`config.mk`:
```
export PLATFORM = sky130hd
export DESIGN_NAME = sorted_max_priority_queue_unit
export DESIGN_NICKNAME = d
export VERILOG_FILES = /design/src/smpq_pkg.sv /design/src/sorted_max_priority_queue_unit.sv
export SDC_FILE = /design/constraint.sdc
export NUM_CORES = 1
export LEC_CHECK = 0
export BUFFER_PORTS_ARGS = -buffer_cell sky130_fd_sc_hd__buf_2
export CAP_MARGIN = 30
export CELL_PAD_IN_SITES_DETAIL_PLACEMENT = 1
export CELL_PAD_IN_SITES_GLOBAL_PLACEMENT = 1
export CORE_UTILIZATION = 36
export CTS_CLUSTER_SIZE = 25
export DETAILED_ROUTE_END_ITERATION = 8
export HOLD_SLACK_MARGIN = 0.03
export PLACE_DENSITY = 0.61
export SLEW_MARGIN = 20
export SYNTH_ARGS = -nofsm -noshare
export SYNTH_HDL_FRONTEND = slang
export SYNTH_SLANG_ARGS = --single-unit
export TNS_END_PERCENT = 30
```
`constraint.sdc`:
```
create_clock -name aclk -period 4.55 [get_ports aclk]
set_input_delay 0.2275 -clock aclk [delete_from_list [all_inputs] [get_ports aclk]]
set_output_delay 0.2275 -clock aclk [all_outputs]
set_load 0.02 [all_outputs]
```
`src/smpq_pkg.sv`:
```
// Package for the sorted max priority queue: depth, widths and sequencer states.
// Used by sorted_max_priority_queue_unit; depends on nothing else.
`default_nettype none
package smpq_pkg;

    localparam int QUEUE_DEPTH = 16;
    localparam int TAG_BITS = 8;
    localparam int KEY_W = 24;
    localparam int TAG_PORT_W = 8;
    localparam int ENTRY_COUNT_W = 5;
    localparam int CNT_W = $clog2(QUEUE_DEPTH + 1);
    localparam int IDX_W = $clog2(QUEUE_DEPTH);

    localparam logic ACT_INSERT = 1'b0;
    localparam logic ACT_REMOVE = 1'b1;

    typedef enum logic [2:0] {
        ST_IDLE,
        ST_INS_RD,
        ST_INS_CMP,
        ST_RM_RD,
        ST_RM_WR,
        ST_DONE
    } state_t;

endpackage
`default_nettype wire

```
`src/sorted_max_priority_queue_unit.sv`:
```
// Sorted max priority queue: top level with entry memory, compare/shift sequencer
// and output register. Depends on smpq_pkg.
//
// Usage:
//   Input channel s_*: one beat is one operation. s_action selects insert
//   (s_key, s_tag stored) or remove of the entry with the largest key.
//   Equal keys leave in arrival order. Result channel m_*: one beat per input
//   beat, in order, with the removed key and tag (zero on insert), the
//   empty and overflow flags and the entry count after the operation.
//   Sequencing: one operation at a time; one comparator and an index
//   counter walk a registered-read memory one slot at a time, a read state
//   then a compare (insert) or write (remove) state per slot. An insert
//   moves entries toward the tail until it finds its slot; a remove shifts
//   every remaining entry toward the head; a rejected or empty one goes
//   straight to the result. s_ready is high only while no operation is in
//   work, from the cycle after the result is loaded.
//   Reset (aresetn low, synchronous) empties the queue and drops any
//   pending result. When the receiver stalls, the result is held in the
//   output register; the next beat is accepted and worked on, and its
//   result waits until the register is free.
`default_nettype none
module sorted_max_priority_queue_unit
    import smpq_pkg::*;
(
    input  wire logic                     aclk,
    input  wire logic                     aresetn,
    input  wire logic                     s_valid,
    output logic                          s_ready,
    input  wire logic                     s_action,
    input  wire logic [KEY_W-1:0]         s_key,
    input  wire logic [TAG_PORT_W-1:0]    s_tag,
    output logic                          m_valid,
    input  wire logic                     m_ready,
    output logic [KEY_W-1:0]              m_out_key,
    output logic [TAG_PORT_W-1:0]         m_out_tag,
    output logic                          m_was_empty,
    output logic                          m_overflow,
    output logic [ENTRY_COUNT_W-1:0]      m_entry_count
);

    logic [KEY_W-1:0]    key_mem [QUEUE_DEPTH];
    logic [TAG_BITS-1:0] tag_mem [QUEUE_DEPTH];

    state_t state_reg, state_next;

    logic [CNT_W-1:0]    count_reg, count_next;
    logic [CNT_W-1:0]    idx_reg, idx_next;
    logic [KEY_W-1:0]    new_key_reg;
    logic [TAG_BITS-1:0] new_tag_reg;
    logic [KEY_W-1:0]    rd_key_reg;
    logic [TAG_BITS-1:0] rd_tag_reg;

    logic [KEY_W-1:0]    res_key_reg, res_key_next;
    logic [TAG_BITS-1:0] res_tag_reg, res_tag_next;
    logic                res_empty_reg, res_empty_next;
    logic                res_ovf_reg, res_ovf_next;

    logic                   out_valid_reg;
    logic [KEY_W-1:0]       out_key_reg;
    logic [TAG_PORT_W-1:0]  out_tag_reg;
    logic                   out_empty_reg;
    logic                   out_ovf_reg;
    logic [ENTRY_COUNT_W-1:0] out_count_reg;

    logic                mem_we;
    logic [IDX_W-1:0]    mem_waddr;
    logic [IDX_W-1:0]    mem_raddr;
    logic [KEY_W-1:0]    mem_wkey;
    logic [TAG_BITS-1:0] mem_wtag;

    logic             s_fire;
    logic             out_load;
    logic             key_ge;
    logic             q_full;
    logic             q_empty;
    logic [CNT_W-1:0] idx_dec;
    logic [CNT_W-1:0] idx_inc;

    assign s_ready  = (state_reg == ST_IDLE);
    assign s_fire   = s_valid && s_ready;
    assign out_load = (state_reg == ST_DONE) && (!out_valid_reg || m_ready);
    assign key_ge   = (rd_key_reg >= new_key_reg);
    assign q_full   = (count_reg == CNT_W'(QUEUE_DEPTH));
    assign q_empty  = (count_reg == '0);
    assign idx_dec  = idx_reg - CNT_W'(1);
    assign idx_inc  = idx_reg + CNT_W'(1);

    always_comb begin
        state_next = state_reg;
        unique case (state_reg)
            ST_IDLE: begin
                if (s_fire) begin
                    if (s_action == ACT_INSERT) begin
                        state_next = q_full ? ST_DONE : ST_INS_RD;
                    end else begin
                        state_next = q_empty ? ST_DONE : ST_RM_RD;
                    end
                end
            end
            ST_INS_RD: begin
                state_next = (idx_reg == '0) ? ST_DONE : ST_INS_CMP;
            end
            ST_INS_CMP: begin
                state_next = key_ge ? ST_DONE : ST_INS_RD;
            end
            ST_RM_RD: begin
                state_next = ST_RM_WR;
            end
            ST_RM_WR: begin
                state_next = (idx_inc == count_reg) ? ST_DONE : ST_RM_RD;
            end
            ST_DONE: begin
                if (out_load) begin
                    state_next = ST_IDLE;
                end
            end
            default: begin
                state_next = ST_IDLE;
            end
        endcase
    end

    always_comb begin
        mem_we         = 1'b0;
        mem_waddr      = idx_reg[IDX_W-1:0];
        mem_raddr      = idx_reg[IDX_W-1:0];
        mem_wkey       = new_key_reg;
        mem_wtag       = new_tag_reg;
        idx_next       = idx_reg;
        count_next     = count_reg;
        res_key_next   = res_key_reg;
        res_tag_next   = res_tag_reg;
        res_empty_next = res_empty_reg;
        res_ovf_next   = res_ovf_reg;
        unique case (state_reg)
            ST_IDLE: begin
                if (s_fire) begin
                    res_key_next   = '0;
                    res_tag_next   = '0;
                    res_empty_next = (s_action == ACT_REMOVE) && q_empty;
                    res_ovf_next   = (s_action == ACT_INSERT) && q_full;
                    idx_next       = (s_action == ACT_INSERT) ? count_reg : '0;
                end
            end
            ST_INS_RD: begin
                mem_raddr = idx_dec[IDX_W-1:0];
                if (idx_reg == '0) begin
                    mem_we     = 1'b1;
                    count_next = count_reg + CNT_W'(1);
                end
            end
            ST_INS_CMP: begin
                mem_we = 1'b1;
                if (key_ge) begin
                    count_next = count_reg + CNT_W'(1);
                end else begin
                    mem_wkey = rd_key_reg;
                    mem_wtag = rd_tag_reg;
                    idx_next = idx_dec;
                end
            end
            ST_RM_RD: begin
            end
            ST_RM_WR: begin
                mem_waddr = idx_dec[IDX_W-1:0];
                mem_wkey  = rd_key_reg;
                mem_wtag  = rd_tag_reg;
                if (idx_reg == '0) begin
                    res_key_next = rd_key_reg;
                    res_tag_next = rd_tag_reg;
                end else begin
                    mem_we = 1'b1;
                end
                idx_next = idx_inc;
                if (idx_inc == count_reg) begin
                    count_next = count_reg - CNT_W'(1);
                end
            end
            ST_DONE: begin
            end
            default: begin
            end
        endcase
    end

    always_ff @(posedge aclk) begin
        if (mem_we) begin
            key_mem[mem_waddr] <= mem_wkey;
            tag_mem[mem_waddr] <= mem_wtag;
        end
        rd_key_reg <= key_mem[mem_raddr];
        rd_tag_reg <= tag_mem[mem_raddr];
    end

    always_ff @(posedge aclk) begin
        if (!aresetn) begin
            state_reg     <= ST_IDLE;
            count_reg     <= '0;
            out_valid_reg <= 1'b0;
        end else begin
            state_reg <= state_next;
            count_reg <= count_next;
            if (out_load) begin
                out_valid_reg <= 1'b1;
            end else if (m_ready) begin
                out_valid_reg <= 1'b0;
            end
        end
    end

    always_ff @(posedge aclk) begin
        idx_reg       <= idx_next;
        res_key_reg   <= res_key_next;
        res_tag_reg   <= res_tag_next;
        res_empty_reg <= res_empty_next;
        res_ovf_reg   <= res_ovf_next;
        if (s_fire) begin
            new_key_reg <= s_key;
            new_tag_reg <= TAG_BITS'(s_tag);
        end
        if (out_load) begin
            out_key_reg   <= res_key_reg;
            out_tag_reg   <= TAG_PORT_W'(res_tag_reg);
            out_empty_reg <= res_empty_reg;
            out_ovf_reg   <= res_ovf_reg;
            out_count_reg <= ENTRY_COUNT_W'(count_reg);
        end
    end

    assign m_valid       = out_valid_reg;
    assign m_out_key     = out_key_reg;
    assign m_out_tag     = out_tag_reg;
    assign m_was_empty   = out_empty_reg;
    assign m_overflow    = out_ovf_reg;
    assign m_entry_count = out_count_reg;

    a_count_bound: assert property (@(posedge aclk) disable iff (!aresetn)
        count_reg <= CNT_W'(QUEUE_DEPTH))
        else $error("entry count above depth");

    a_write_in_range: assert property (@(posedge aclk) disable iff (!aresetn)
        mem_we |-> (CNT_W'(mem_waddr) <= count_reg))
        else $error("memory write beyond tail");

    a_ovf_when_full: assert property (@(posedge aclk) disable iff (!aresetn)
        (out_load && res_ovf_reg) |-> q_full)
        else $error("overflow flagged with free slots");

    a_empty_when_empty: assert property (@(posedge aclk) disable iff (!aresetn)
        (out_load && res_empty_reg) |-> (q_empty && res_key_reg == '0))
        else $error("empty flagged on a filled queue");

    a_flags_exclusive: assert property (@(posedge aclk) disable iff (!aresetn)
        out_load |-> !(res_empty_reg && res_ovf_reg))
        else $error("empty and overflow both set");

endmodule
`default_nettype wire

```
# Word level (Yosys, flattened, before mapping)
# Memory sizes are Yosys's and may differ from the RTL's. A register that Yosys moved wholly into a read port is not among the register bits.
# Index checks and enable logic that the tools add are counted.
# totals
register_bits,119
ram_bits,512
output_inout_bits,41
word_cells,91
n_memories,2
# op_classes
addsub,4
n_lt_le_gt_ge,1
eq_ne,14
n_mux,36
n_bitwise,1
reduce_logical,18
# memory_table
name,words,word_bits,rd,rd_clocked_by_memory_dff,wr,line_no,rtl
key_mem,16,24,1,1,1,sorted_max_priority_queue_unit.sv:41,logic [KEY_W-1:0] key_mem [QUEUE_DEPTH];
tag_mem,16,8,1,1,1,sorted_max_priority_queue_unit.sv:42,logic [TAG_BITS-1:0] tag_mem [QUEUE_DEPTH];
# op_table
operator,count
$pmux 24 s2,2
$mux 24,3
$pmux 8 s2,2
$mux 5,6
$pmux 5 s3,2
$ge 24x24->1,1
$mux 3,8
$mux 8,3
$pmux 3 s6,1
$ne 2x2->1 const B,6
$add 5x1->5 const B,2
$logic_not 5->1,2
$sub 5x1->5 const B,2
$mux 4,2
$eq 3x2->1 const B,2
$eq 3x3->1 const B,2
$mux 1,6
$reduce_and 3->1,2
$reduce_bool 3->1,2
$eq 5x5->1,1
$eq 5x5->1 const B,1
$logic_and 1x1->1,4
$reduce_and 2->1,2
$reduce_and 4->1,1
8 further kinds,9

# Depth between registers and ports, before layout
# Gate-level depths: netlist of run 1.
# logic_depth
word_depth,5
mapped_depth,11
ltp_nobuf,9

# Worst setup path after synthesis of run 1
# OpenSTA, ideal clock, no wires.
# synth_timing
path_type,flip-flop to flip-flop
startpoint,reg idx_reg[0]
endpoint,"mem key_mem[3][0], enable pin"
t_arrival_ps,3465
required_ps,4129
setup_slack_ps,664
stages_incl_launch_ff,10
n_path_buf,1
synth_period_minus_slack_ps,3886
path_cell_list,edfxtp_1 clkbuf_1 inv_2 ha_1 nor4b_1 a21oi_1 or2_1 o32a_1 or2_1 nor2_1
# synth_between
elab_chain_cells,5
word_cells_on_any_way,8
cone_classes,add/sub (1); mux (6); reduce/logical (1)
# synth_rtl
item,line_no,rtl
"start, declared",sorted_max_priority_queue_unit.sv:47,"logic [CNT_W-1:0] idx_reg, idx_next;"
"start signal, assigned",sorted_max_priority_queue_unit.sv:212,idx_reg <= idx_next;
$logic_not 5->1,"sorted_max_priority_queue_unit.sv:147, sorted_max_priority_queue_unit.sv:168",
$mux 1 (on tied branches),"sorted_max_priority_queue_unit.sv:168, sorted_max_priority_queue_unit.sv:147",
$pmux 1 s3,sorted_max_priority_queue_unit.sv:135,unique case (state_reg)
$mux 1,sorted_max_priority_queue_unit.sv:187,if (mem_we) begin
$mux 1 (implied by the code),sorted_max_priority_queue_unit.sv:188,key_mem[mem_waddr] <= mem_wkey;
"end, declared",sorted_max_priority_queue_unit.sv:41,
# Several ways; a longest one is shown, not always the timed one.

# Worst setup path after layout of run 1
# layout_timing
startpoint,reg idx_reg[0]
endpoint,"mem key_mem[9][20], enable pin"
# Same word-level chain as after synthesis.

==> results.cfg, run 1 <==
[outcome]
outcome = finished, final reports clean

[layout]
n_fill_cell = 6659
nNetsFinal = 1529
drive_gt1_frac = 0.254
layout-area-overhead-vs-synth_pct = 17.8
finish.cell_count_without_fillers = 2457
num_antenna_cells = 0
largestRegisters = key_mem x384, tag_mem x128
largest_register = key_mem
largest_register_ff_count = 384

[clock_network]
root_buffer = clkbuf_16
cts_setup_buffers = 0
clock_pin_slew_on_the_worst_setup_and_hold_paths_ns = 0.07
clock-sinks = 663
clk-insertion-delay-late_ns = 0.61
cts_tree = built
cts-buffers-inserted = 70
cts_htree_levels = 3
hold_buffers = 36
cts_buffer_depth = 3
cts_resized = 0

[global_route]
grt.total_usage = 0.168
grt_start_max_net_pins = 57
via_count_of_the_first_global_routing_pass = 13765
global_route_wire_length_before_repair_mm = 90.4
grt_antenna_before_repair = 0
globalRoute.totalOverflow = 0

[die]
site_rows = 97
fp.coreArea_mm2 = 0.0704
die_area_mm2 = 0.0725
start_util = 0.365
number_of_ports_placed_on_the_die_boundary = 78
die_h_um = 269
floorplan.die.width_um = 269

[routing]
postRouteAntennaNets = 0
finalWirelength_mm = 60.4
detailedRoute.firstIterationViolations = 798
via_density_per_instance = 5.17
dr_total_vias = 12704
route.detailed.drc = 0
wl_per_cell_um = 24.6
dr.pass1.iters = 4

[worst_setup_path]
timing.critical_path.to_type = register
worst_path_max_delay_cell = nor4b_1
worst_r2r_endpoint = key_mem[9][20]
timing_worst_setup_path_type = reg -> reg
cp_cell_sequence = inv_2 > ha_1 > nor4b_1 > a21oi_1 > or2_1 > o21ai_1 > nand2b_1 > nor2_4 > buf_4
cp_max_fo = 12
critical_path_required_ns = 4.83
regToRegSetupSlack_ns = 0.78
worst_r2r_startpoint = idx_reg[0]
timing.reg2reg.worst_path_depth = 9
critical_path.startpoint_type = register
cp_slowest_stage_delay_ns = 0.57
worstPathArrival_ns = 4.06

[logic_synthesis]
syn-cell-area_mm2 = 0.0257
postSynthAreaPerCell_um2 = 20.0
synth-edff-count = 622
synth_flop_cell = edfxtp_1
synth_seq_area_share = 0.758
synth.distinct_cells = 65
syn_inst = 1288
synth-seq-cells = 663
synth.net_count = 1357
ys_warns = 0
async_flop_share = 0

[timing]
fmaxAchievable_mhz = 265
final-setup-viol-count = 0
slew_headroom = 0.362
timing_max_transition_violations_final = 0
timing.final.crit_share = 0.829
min_period_ns = 3.77
timing.setup.tns_ns = 0
rsz0062_at_grt = no
fin_skew_ns = 0.0280
final-hold-violation-count = 0
whs_ns = 0.137
timing_worst_slew_pin_value_ns = 0.953

[min_path]
capture_endpoint_of_the_worst_hold_path = state_reg[1]
hold_path_startpoint = s_valid
timing.hold.worst.class = in -> reg
worstHoldPathCells = 4

[pwr]
ir_drop_mv = 0.399
total_leakage_power_nw = 10.1
powerDensity_mw_per_mm2 = 706

[place]
place.gp.congestion = 0.755
io_buffers = 77
place.detailed.instances = 2291
post_detailed_placement_half_perimeter_wirelength_mm = 36.0

[job]
max_cap_violations = 0
-- logic make-up (layout without fill, tap and decap cells) --
logic type | count (synthesis) | in the layout | share of synthesized area
buffers and inverters | 95 | 324 | 0.0182
xor gates and xnor gates | 17 | 17 | 0.00754
AOI/OAI and AO/OA | 139 | 139 | 0.0386
and+or+nand+nor | 179 | 179 | 0.0346
DFF | 663 | 663 | 0.758
muxes | 163 | 163 | 0.127
adders and majority gates | 32 | 32 | 0.0159
-- through the flow --
| stage | util | instance area (µm²) | total power, mW | worst slack [ns] |
|---|---|---|---|---|
| finish | 0.431 | 30300 | 21.4 | 0.779 |
| global route | 0.431 | 30300 | 22.4 | 0.462 |
| CTS | 0.430 | 30300 | 21.7 | 0.717 |
| detailed placement | 0.393 | 27700 | 16.1 | 0.728 |
| global placement | 0.393 | 27700 | 15.9 | 0.815 |
| floorplan | - | 25700 | 13.6 | 0.664 |
-- worst max-delay path by stage --
stage	end	cells after the start	from	slack [ns]
CTS	key_mem[9][20]	9	idx_reg[0]	0.72
finish	key_mem[9][20]	9	idx_reg[0]	0.78
floorplan	key_mem[3][0]	9	idx_reg[0]	0.66
global placement	key_mem[9][21]	9	idx_reg[0]	0.82
detailed placement	key_mem[9][20]	9	idx_reg[0]	0.73
global route	key_mem[9][18]	9	idx_reg[0]	0.46
-- area by class of cell --
cell class                      instances  area [µm²]  share of cell area
Sequential cell                       663       19500               0.643
Timing Repair Buffer                  163        1320              0.0436
Multi-Input combinational cell        530        5940               0.196
Clock buffer                          107        2060              0.0681
Inverter                               32         120             0.00396
Clock inverter                         22         186             0.00615
Tap cell                              940        1180              0.0388
-- metal layers --
layer / vias up / part of all wire / routed length [µm] / global-route usage
li1: 5588 / - / - / -
met4: 0 / 0.018 / 1100 / 0.0492
met2: 265 / 0.49 / 29800 / 0.279
met5: - / 0 / 0 / 0
met1: 6775 / 0.44 / 26900 / 0.228
met3: 76 / 0.044 / 2650 / 0.0273
-- layout by cell type (no fill, tap or decap), types with 13 or more instances in the layout --
master / count
buf_12: 16
nor2_1: 13
buf_2: 77
nand2_1: 59
nor3_1: 13
ha_1: 31
clkbuf_1: 23
a21oi_1: 22
mux4_2: 128
dfxtp_1: 41
a22oi_1: 68
clkbuf_16: 73
dlygate4sd3_1: 36
buf_4: 33
and2_1: 32
mux2_1: 32
inv_1: 30
edfxtp_1: 622
nor2_4: 21
-- cells in the mapped netlist (3+ instances only) --
master	instances	area (µm²)
xnor2_1	8	70.1
xor2_1	6	52.6
o211ai_1	3	22.5
mux2_1	32	360
nand2_1	59	221
nand3_1	8	40.0
nor2b_1	6	37.5
o21ai_0	8	40.0
a21o_1	6	45.0
buf_4	14	105
ha_1	31	388
buf_6	6	67.6
nor2_1	30	113
nand2b_1	6	37.5
nand4_1	3	18.8
mux4_2	128	2880
inv_1	31	116
nor3_1	14	70.1
buf_1	3	11.3
o31ai_1	3	22.5
a31oi_1	3	18.8
a22oi_1	68	510
a21oi_1	22	110
mux2i_1	3	30.0
nor2_2	4	25.0
buf_2	11	55.1
dfxtp_1	41	821
clkbuf_1	29	109
edfxtp_1	622	18700
and2_1	33	206
-- worst max-delay path, delay by kind of cell, from the launching register on --
family,cells,cell delay [ns]
AND/OR/NAND/NOR,4,1.70
adder cells (fa/ha/maj),1,0.19
flip-flops,1,0.56
AO/OA/AOI/OAI,2,0.43
buffers and inverters,2,0.55
-- power breakdown --
part / internal [mW] / switching [mW] / total [mW]
logic: 3.00 / 4.09 / 7.10
clock network: 3.25 / 2.32 / 5.57
registers: 8.25 / 0.463 / 8.71
No activity file was read; power rests on OpenSTA's default activity.
==> run 2: changes to the inputs <==
Settings changed: ABC_AREA from default to 1, PLACE_DENSITY 0.61 to 0.64.
Clock period 4.55 ns to 3.84 ns, I/O delays scaled along.
==> run 2 against run 1 <==
Register-to-register slack worse by 0.16 ns. Utilization is 0.51 points lower. First-iteration DRC count is 82% higher. Largest cell class unchanged. Cell count is 33% higher. Clock power is 13% higher. Synthesized cell count is 63% higher. Clock skew is 0.0074 ns lower. Worst hold slack better by 0.17 ns.
==> results.cfg, run 2 <==
[layout]
design_area_mm2 = 0.0310
largestRegisters = key_mem x384, tag_mem x128
commonest_non_fill_non_tap_cell_in_the_layout = edfxtp_1
drive_gt1_frac = 0.128
most_used_cells_in_the_layout_excluding_fill_and_tap_cells = edfxtp_1, nor2_1, o21ai_0, nand2_1, o211ai_1
largest_register = key_mem
layout-area-overhead-vs-synth_pct = 16.7
num_antenna_cells = 0
largest_register_ff_count = 384
nNetsFinal = 2332

[logic_synthesis]
postSynthAreaPerCell_um2 = 12.7
synth_top_area_frac = 0.702
synth_seq_area_share = 0.733
synth-seq-cells = 663
synth_flop_cell = edfxtp_1
synth.distinct_cells = 37
syn_inst = 2099
synthMostInstantiatedCell = edfxtp_1
synthDominantAreaCellType = edfxtp_1
yosys-top-cells-area = edfxtp_1, nor2_1, o211ai_1
synth.net_count = 2168
synthTopCellsByCount = edfxtp_1, nor2_1, o21ai_0
async_flop_share = 0
syn-cell-area_mm2 = 0.0266
synth-edff-count = 622
ys_warns = 0

[worst_setup_path]
timing_worst_setup_path_type = reg -> reg
worstPathArrival_ns = 3.46
critical_path_required_ns = 4.09
timing.critical_path.to_type = register
cp_max_fo = 18
critical_path.startpoint_type = register

[job]
max_cap_violations = 0

[routing]
postRouteAntennaNets = 0
dr.pass1.iters = 5
via_density_per_instance = 5.31
finalWirelength_mm = 76.6
detailedRoute.firstIterationViolations = 1453
route.detailed.drc = 0
wl_per_cell_um = 23.4
dr_total_vias = 17336

[die]
site_rows = 99
die_h_um = 274
floorplan.die.width_um = 274
die_area_mm2 = 0.0750
fp.coreArea_mm2 = 0.0730
number_of_ports_placed_on_the_die_boundary = 78
start_util = 0.364

[clock_network]
clock_pin_slew_on_the_worst_setup_and_hold_paths_ns = 0.06
cts_htree_levels = 3
clock-sinks = 663
cts_tree = built
cts_setup_buffers = 0
root_buffer = clkbuf_16
clk-insertion-delay-late_ns = 0.60
cts-buffers-inserted = 68
cts_buffer_depth = 3
cts_resized = 0

[timing]
fin_skew_ns = 0.0206
final-hold-violation-count = 0
timing_worst_slew_pin_value_ns = 0.741
timing.setup.tns_ns = 0
min_period_ns = 3.22
final-setup-viol-count = 0
slew_headroom = 0.505
fmaxAchievable_mhz = 311
timing.final.crit_share = 0.838
rsz0062_at_grt = no
timing_max_transition_violations_final = 0

[outcome]
outcome = finished, final reports clean

[pwr]
powerDensity_mw_per_mm2 = 944
ir_drop_mv = 0.753
total_leakage_power_nw = 10.9

[global_route]
global_route_wire_length_before_repair_mm = 113
grt.total_usage = 0.204
globalRoute.totalOverflow = 0
via_count_of_the_first_global_routing_pass = 17593
grt_start_max_net_pins = 88
grt_antenna_before_repair = 5

[place]
place.gp.congestion = 0.831
post_detailed_placement_half_perimeter_wirelength_mm = 45.0
postPlaceCellArea_mm2 = 0.0286
io_buffers = 77

[min_path]
timing.hold.worst.class = in -> reg
==> run 2: changes by cell type after synthesis, sizes merged, moves of 98 or more <==
| cell | previous run | this run |
|---|---|---|
| inv | 32 | 130 |
| mux4 | 128 | 0 |
| nand2 | 59 | 169 |
| nor2 | 34 | 421 |
| o211ai | 3 | 144 |
| o21ai | 11 | 311 |
==> run 2: through the flow <==
| stage | power (mW) | cells | util | worst slack, ns | hold WS (ns) |
|---|---|---|---|---|---|
| 3_5_place_dp | 23.1 | 3115 | 0.392 | 0.648 | 0.370 |
| 2_1_floorplan | 18.4 | 2099 | - | 0.113 | 0.291 |
| 4_1_cts | 29.5 | 3265 | 0.425 | 0.638 | 0.276 |
| 6_report | 29.3 | 3267 | 0.425 | 0.623 | 0.312 |
| 3_3_place_gp | 22.7 | 3113 | 0.392 | 0.220 | 0.370 |
| 5_1_grt | 31.0 | 3267 | 0.425 | 0.446 | 0.312 |
==> run 2: kinds of logic (layout without fill, tap and decap cells) <==
family	count (synthesis)	after routing	share of synthesized area
compound gates	488	488	0.107
xor+xnor	5	5	0.00165
fa+ha+maj	32	32	0.0153
buf+inv	243	452	0.0425
flops	663	663	0.733
simple gates	668	668	0.0999
==> run 2: cell type report <==
class	count	area, µm²
Multi-Input combinational cell	1193	6150
Tap cell	959	1200
Fill cell	7622	41900
Clock buffer	98	1880
Timing Repair Buffer	207	1630
Sequential cell	663	19500
Clock inverter	17	190
Inverter	130	493
==> run 2: where the power goes <==
| group | internal [mW] | leakage [nW] | switching [mW] | total [mW] |
|---|---|---|---|---|
| Sequential | 10.2 | 6.01 | 0.399 | 10.6 |
| Clock | 3.65 | 1.01 | 2.66 | 6.32 |
| Combinational | 3.35 | 3.84 | 8.98 | 12.3 |
==> run 2: critical path, stage by stage (launching register included) <==
cell	delay, ns
edfxtp_1	0.50
inv_1	0.15
nand3_1	0.12
xor2_1	0.21
or2_2	0.29
o21ai_0	0.15
nand2_1	0.33
nor2_4	0.62
buf_4	0.46
==> run 2: path summary, 6_finish.rpt <==
check	from	end	slack, ns	cells after the start
worst min-delay path	s_tag[3]	new_tag_reg[3]	0.31	2
worst max-delay path	idx_reg[1]	tag_mem[8][7]	0.62	8
worst min register to register	res_key_reg[5]	m_out_key[5]	0.42	0
worst max register to register	idx_reg[1]	tag_mem[8][7]	0.62	8
==> run 2: metal layers <==
layer | up-vias | track usage | share of wire
met4 | 2 | 0.0597 | 0.021
li1 | 7851 | - | -
met3 | 106 | 0.0249 | 0.056
met2 | 513 | 0.341 | 0.48
met5 | - | 0 | 0.00016
met1 | 8864 | 0.278 | 0.44
==> run 2: timing repair <==
| item | 4_1_cts | 5_1_grt |
|---|---|---|
| hold buffers | 35 | 0 |
| endpoints found under the hold margin | 43 | 0 |
| endpoints found under the setup margin | 0 | 0 |
==> run 3: changes to the inputs <==
Clock period 3.84 ns to 3.4 ns, I/O delays scaled along.
==> run 3 against run 2 <==
Die area is the same. Clock skew increased by 0.0085 ns. Cell count increased by 1.0%. Non-clock buffer count is 25 higher. Sequential share of layout area shrank 1.2 points. Clock-buffer cell count down 4. First-iteration DRC count is 7.2% lower. Flip-flop and latch count stayed put. Worst hold slack lost 0.20 ns. Setup slack worse by 0.28 ns. Clock power grew 21%. Fmax increased by 5.4%.
==> results.cfg, run 3 (synthesis gave the netlist of run 2 again) <==
[timing]
slew_headroom = 0.370
postLayoutSetupSlackWorst_ns = 0.347
final-hold-violation-count = 0
timing_worst_slew_pin_value_ns = 0.939
timing_max_transition_violations_final = 0
fin_skew_ns = 0.0292
timing.final.crit_share = 0.898
fmaxAchievable_mhz = 328
final-setup-viol-count = 0
min_period_ns = 3.05
rsz0062_at_grt = no

[worst_setup_path]
timing.critical_path.to_type = register
cp_max_fo = 16
worst_r2r_startpoint = new_key_reg[19]
critical_path_required_ns = 3.53
timing_worst_setup_path_type = reg -> reg
timing.reg2reg.worst_path_depth = 14
worst_r2r_endpoint = key_mem[11][14]
regToRegSetupSlack_ns = 0.35
critical_path.startpoint_type = register
worstPathArrival_ns = 3.19

[die]
floorplan.die.width_um = 274
number_of_ports_placed_on_the_die_boundary = 78
die_h_um = 274
site_rows = 99
start_util = 0.364
fp.coreArea_mm2 = 0.0730
die_area_mm2 = 0.0750

[place]
place.detailed.instances = 3139
io_buffers = 77
pre_cts_slack_ns = 0.296
post_detailed_placement_half_perimeter_wirelength_mm = 45.5
place.gp.congestion = 0.828
postPlaceCellArea_mm2 = 0.0290

[layout]
most_used_cells_in_the_layout_excluding_fill_and_tap_cells = edfxtp_1, nor2_1, o21ai_0, nand2_1, o211ai_1
multi_input_area_mm2 = 0.00615
largest_register_ff_count = 384
finish.cell_count_without_fillers = 3301
n_fill_cell = 7552
commonest_non_fill_non_tap_cell_in_the_layout = edfxtp_1
final-seq-area_mm2 = 0.0195
drive_gt1_frac = 0.145
nNetsFinal = 2357
num_antenna_cells = 0
layout-area-overhead-vs-synth_pct = 19.0
largest_register = key_mem
design_area_mm2 = 0.0316
largestRegisters = key_mem x384, tag_mem x128

[global_route]
via_count_of_the_first_global_routing_pass = 17580
global_route_wire_length_before_repair_mm = 114
globalRoute.totalOverflow = 0
grt_antenna_before_repair = 2
grt.total_usage = 0.206
grt_start_max_net_pins = 99

[job]
max_cap_violations = 0

[clock_network]
cts_htree_levels = 3
root_buffer = clkbuf_16
cts_buffer_depth = 3
clk-insertion-delay-late_ns = 0.62
clock-sinks = 663
clock_pin_slew_on_the_worst_setup_and_hold_paths_ns = 0.06
cts-buffers-inserted = 68
cts_tree = built
cts_setup_buffers = 0

[routing]
detailedRoute.firstIterationViolations = 1349
route.detailed.drc = 0
wl_per_cell_um = 23.2
via_density_per_instance = 5.23
postRouteAntennaNets = 0
dr.pass1.iters = 7
finalWirelength_mm = 76.7
dr_total_vias = 17270

[min_path]
worstHoldPathCells = 3
timing.hold.worst.class = in -> reg
hold_path_startpoint = s_valid
capture_endpoint_of_the_worst_hold_path = res_ovf_reg

[pwr]
powerDensity_mw_per_mm2 = 1080
ir_drop_mv = 0.713
power_mw = 34.0
total_leakage_power_nw = 11.1

[outcome]
outcome = finished, final reports clean
## run 3: layout make-up
type                            count  share of cell area
Sequential cell                   663               0.616
Multi-Input combinational cell   1193               0.194
Timing Repair Buffer              232              0.0644
Clock buffer                       94              0.0604
Tap cell                          959              0.0379
Inverter                          130              0.0156
Clock inverter                     30              0.0112
## run 3: how the worst max path moves through the flow
| stage | start | to | slack (ns) |
|---|---|---|---|
| after floorplan | idx_reg[0] | res_key_reg[0] | -0.33 |
| after global placement | new_key_reg[21] | tag_mem[10][4] | -0.003 |
| after detailed placement | new_key_reg[19] | tag_mem[11][4] | 0.30 |
| after CTS | new_key_reg[19] | key_mem[4][0] | 0.30 |
| after global routing | new_key_reg[19] | key_mem[15][14] | 0.12 |
| final | new_key_reg[19] | key_mem[11][14] | 0.35 |
## run 3: power by group
part,total [mW],internal (mW),switching [mW]
clock network,7.64,4.49,3.15
logic,14.4,4.23,10.2
registers,12.0,11.6,0.409
## run 3: through the flow
stage	hold WS, ns	TNS (ns)	utilization
after floorplan	0.269	-10.45	-
after global placement	0.346	-0.0429	0.397
after detailed placement	0.349	0	0.398
after CTS	0.0909	0	0.433
after global routing	0.112	0	0.434
final	0.114	0	0.434
## run 3: repair_timing
action,CTS,global route
hold buffers,35,0
gates resized for setup,0,0
endpoints found under the hold margin,43,0
## run 3: critical path, stage by stage, from the launching register on
cell and delay (ns):
edfxtp_1 0.37, inv_1 0.10, ha_1 0.25, nand2_1 0.10
inv_1 0.05, nand2_1 0.07, nand2_1 0.06, nand2_1 0.07
nand2_1 0.05, a21oi_1 0.32, nand2_1 0.11, nand2_1 0.30
nor2_1 0.08, a21oi_1 0.13, nand3_1 0.51
## run 3: per-layer routing
metal / share of wire / wire (µm) / GRT usage / up-vias
li1: - / - / - / 7923
met1: 0.44 / 33600 / 0.273 / 8831
met2: 0.49 / 37600 / 0.348 / 397
met3: 0.046 / 3560 / 0.0285 / 119
met4: 0.026 / 1970 / 0.0676 / 0
met5: 0 / 0 / 0 / -
